**config.mk**
```make
export PLATFORM = sky130hd
export DESIGN_NAME = lpi_cmp
export DESIGN_NICKNAME = d
export VERILOG_FILES = /design/src/rtl/assert_macros.svh /design/src/rtl/lpi_pkg.sv /design/src/rtl/lpi_cmp.sv
export SDC_FILE = /design/constraint.sdc
export NUM_CORES = 1
export LEC_CHECK = 0
export BUFFER_PORTS_ARGS = -buffer_cell sky130_fd_sc_hd__buf_4
export CORE_MARGIN = 4
export CORE_UTILIZATION = 37
export DETAILED_ROUTE_END_ITERATION = 8
export PLACE_DENSITY = 0.95
export SLEW_MARGIN = 0
export SYNTH_ARGS = -nofsm -noshare
export SYNTH_HDL_FRONTEND = slang
export SYNTH_SLANG_ARGS = --single-unit
```
**constraint.sdc**
```tcl
create_clock -name vclk -period 5.06
set_input_delay 1.518 -clock vclk [all_inputs]
set_output_delay 1.518 -clock vclk [all_outputs]
set_load 0.1 [all_outputs]
```
**src/rtl/assert_macros.svh**
```systemverilog
// assertion macros used by the top-level rtl file
`ifndef ASSERT_MACROS_SVH
`define ASSERT_MACROS_SVH
`ifndef SYNTH
// property must hold at every clock edge outside reset
`define LPI_ASSERT(lbl, clk, rst, prop, msg) \
   lbl: assert property (@(posedge clk) disable iff (rst) prop) else $error(msg);
// expression must never be true outside reset
`define LPI_NEVER(lbl, clk, rst, expr, msg) \
   lbl: assert property (@(posedge clk) disable iff (rst) !(expr)) else $error(msg);
`else
`define LPI_ASSERT(lbl, clk, rst, prop, msg)
`define LPI_NEVER(lbl, clk, rst, expr, msg)
`endif
`endif

```
**src/rtl/lpi_pkg.sv**
```systemverilog
// types and constants of the literal pool interner
`timescale 1ns / 1ps
package lpi_pkg;
   localparam int unsigned POOL_DEPTH_DEF = 256;
   localparam int unsigned VALUE_W = 64;
   localparam int unsigned ACTION_W = 2;
   localparam int unsigned INDEX_W = 8;

   localparam logic [ACTION_W-1:0] ACT_INT = 2'd0;
   localparam logic [ACTION_W-1:0] ACT_FLT = 2'd1;
   localparam logic [ACTION_W-1:0] ACT_FUNC = 2'd2;
   localparam logic [ACTION_W-1:0] ACT_NONE = 2'd3;

   localparam logic [VALUE_W-1:0] ABS_MASK = 64'h7FFF_FFFF_FFFF_FFFF;
   localparam logic [VALUE_W-1:0] EXP_ALL = 64'h7FF0_0000_0000_0000;

   typedef struct packed {
      logic [ACTION_W-1:0] kind;
      logic [VALUE_W-1:0] value;
   } entry_type;
endpackage

```
**src/rtl/lpi_cmp.sv**
```systemverilog
// compare unit: tag match plus integer or ieee double equality
`timescale 1ns / 1ps
module lpi_cmp import lpi_pkg::*; (
   input  logic [ACTION_W-1:0] action,
   input  logic [VALUE_W-1:0] value,
   input  entry_type entry,
   output logic hit
);
   logic req_nan;
   logic ent_nan;
   logic both_zero;
   logic bits_eq;
   logic flt_eq;

   always_comb begin
      req_nan = (value & ABS_MASK) > EXP_ALL;
      ent_nan = (entry.value & ABS_MASK) > EXP_ALL;
      both_zero = ((value & ABS_MASK) == '0) && ((entry.value & ABS_MASK) == '0);
      bits_eq = value == entry.value;
      flt_eq = !req_nan && !ent_nan && (both_zero || bits_eq);
      hit = 1'b0;
      if (entry.kind == action) begin
         case (action)
            ACT_INT: hit = bits_eq;
            ACT_FLT: hit = flt_eq;
            default: hit = 1'b0;
         endcase
      end
   end
endmodule

```
==> out/results.ini <==
[run_status]
status=complete, no violations

[clocking]
postCtsSetupBuffers=0
hold_buffers=0
cts_resized=0

[timing]
rsz0062_at_grt=false
worstMarginPinSlew_ns=0.4279
fmax_ghz=0.2030
setup_viol=0
post-route-period-util_pct=97.37
finalSetupTns_ns=0
setup_ws_ns=0.1331
min_period_ns=4.927
slew_headroom_pct=71.21
report.final.slew_viol_count=0
hold_viol=0

[die]
dieHeight_um=62.09
die_x_um=62.09
design.die.area_um2=3855
initial_utilization_pct=38.91
core_area_um2=2781
io_pins=133
num_rows=19

[synth]
muxShareOfSynthArea_pct=0
ys.warnings.count=0
synthesis.nets=276
synth_xor_area_share_pct=51.79
synth_simple_gate_area_share_pct=46.01
syn_area_per_cell_um2=7.516
synthAdderAreaFrac_pct=0
synth_cells=144
yosysSeqAreaShare_pct=0
synth_top_family_by_area=XOR/XNOR gates
ys_types=14
synth_area_um2=1082
synth-compound-area-share_pct=2.197

[global_routing]
grt_pass1_wl_um=7831
antenna_found_initial=0
grt_pass1_vias=1842
grt_overflow=0
grt_max_degree=4
grt.total_usage_pct=27.11

[min_path]
min_to=hit
hp-class=primary input to primary output
hold_start=entry[65]
min_path_cells=4

[finish]
n_antenna_cell=0
nClkBuffers=0
final_area_um2=2131
area_delta_synth_final_pct=96.88
final_cells=308
layout-drive-gt1-share_pct=50.90
regArea_um2=0
seq_cell_count=0
nNetsFinal=411

[drt]
ant_nets=0
wire_per_inst_um=17.78
routed_wl_um=5476
drtPass1Iterations=4
drt_iter0_markers=132
vias=1804
viasPerCell=5.857
drc=0

[pwr]
sw_frac_of_total_pct=39.25
power_frac_comb_pct=100.0
power_frac_seq_pct=0
p_switching_mw=0.06847
cellPowerDensity_nw_per_um2=81.87
clkPwrFrac_pct=0
vdd_ir_drop_max_v=0.00006763
p_int_mw=0.1060
power.total_mw=0.1745
p_leak_nw=0.8271

[place]
place_area_um2=2131
numPortBuffers=133
gp_congestion=0.8773
dp_slack_ns=0.1776
dp_hpwl_um=5077
placedCellCount=308

[setup_path]
crit_fanout=2
cp-end-kind=primary output
startpoint_type=primary input
crit_type=primary input to primary output
critical_path_required_ns=3.54
arrival_ns=3.41

[job]
cap_violations=0

-- worst max-delay path: stages --
cell,delay (ns)
buf_4,0.12
nor4_1,0.42
nand4_1,0.17
nor4_2,0.37
o221ai_1,0.23
a221oi_4,0.25
buf_4,0.33
-- layout by cell type, fill, tap and decap left out, drive strengths merged --
master	instances
xnor2	64
nor3	1
and2	1
nand2	3
o221ai	1
or2	2
nor2	3
a221oi	1
nor4b	1
nor4	36
buf	133
nand3	3
nand4	28
-- layer usage --
layer | up-vias | track usage [%] | share of wire, %
met5 | - | 0 | 0
met4 | 0 | 7.576 | 2.6
met3 | 16 | 4.339 | 12
met2 | 123 | 53.55 | 53
met1 | 826 | 28.94 | 33
li1 | 839 | - | -
-- cell families (layout without fill, tap and decap cells) --
logic type	count (synthesis)	count (layout)
simple gates	78	78
xor+xnor	64	64
compound gates	2	2
buf+inv	0	133
-- cell type report --
cell class	count	area [µm²]
Tap cell	31	38.79
Fill cell	233	650.6
Multi-Input combinational cell	144	1094
Timing Repair Buffer	133	998.5
-- synthesized netlist by cell type --
cell type | instances | area [µm²]
xnor2_1 | 64 | 560.5
and2_1 | 1 | 6.260
nor4_1 | 32 | 200.2
o221ai_1 | 1 | 8.760
or2_2 | 2 | 12.51
nand2_2 | 1 | 6.260
nand2_1 | 2 | 7.510
nor4b_1 | 1 | 8.760
a221oi_2 | 1 | 15.01
nand4_1 | 28 | 175.2
nor3_1 | 1 | 5.000
nor4_2 | 4 | 50.05
nand3_1 | 3 | 15.01
nor2_1 | 3 | 11.26
-- power by group through the flow --
stage          combinational (mW)  clock, mW  sequential [mW]
2_1_floorplan              0.0561          0                0
3_3_place_gp                0.169          0                0
3_5_place_dp                0.172          0                0
4_1_cts                     0.173          0                0
5_1_grt                     0.186          0                0
6_report                    0.174          0                0
-- metrics by stage --
step                      hold slack (ns)  utilization (%)
after global placement              3.497            76.61
after floorplan                     3.255                -
after CTS                           3.492            76.61
after detailed placement            3.492            76.61
after global routing                3.510            76.61
final                               3.491            76.61
-- how the worst max path moves through the flow --
stage               depth (start not counted)     start  endpoint
finish                                      7  value[0]       hit
global route                                7  value[0]       hit
CTS                                         7  value[0]       hit
detailed placement                          7  value[0]       hit
global placement                            7  value[6]       hit
floorplan                                   5  value[0]       hit
Note: power is estimated with default switching activity, not from simulation.
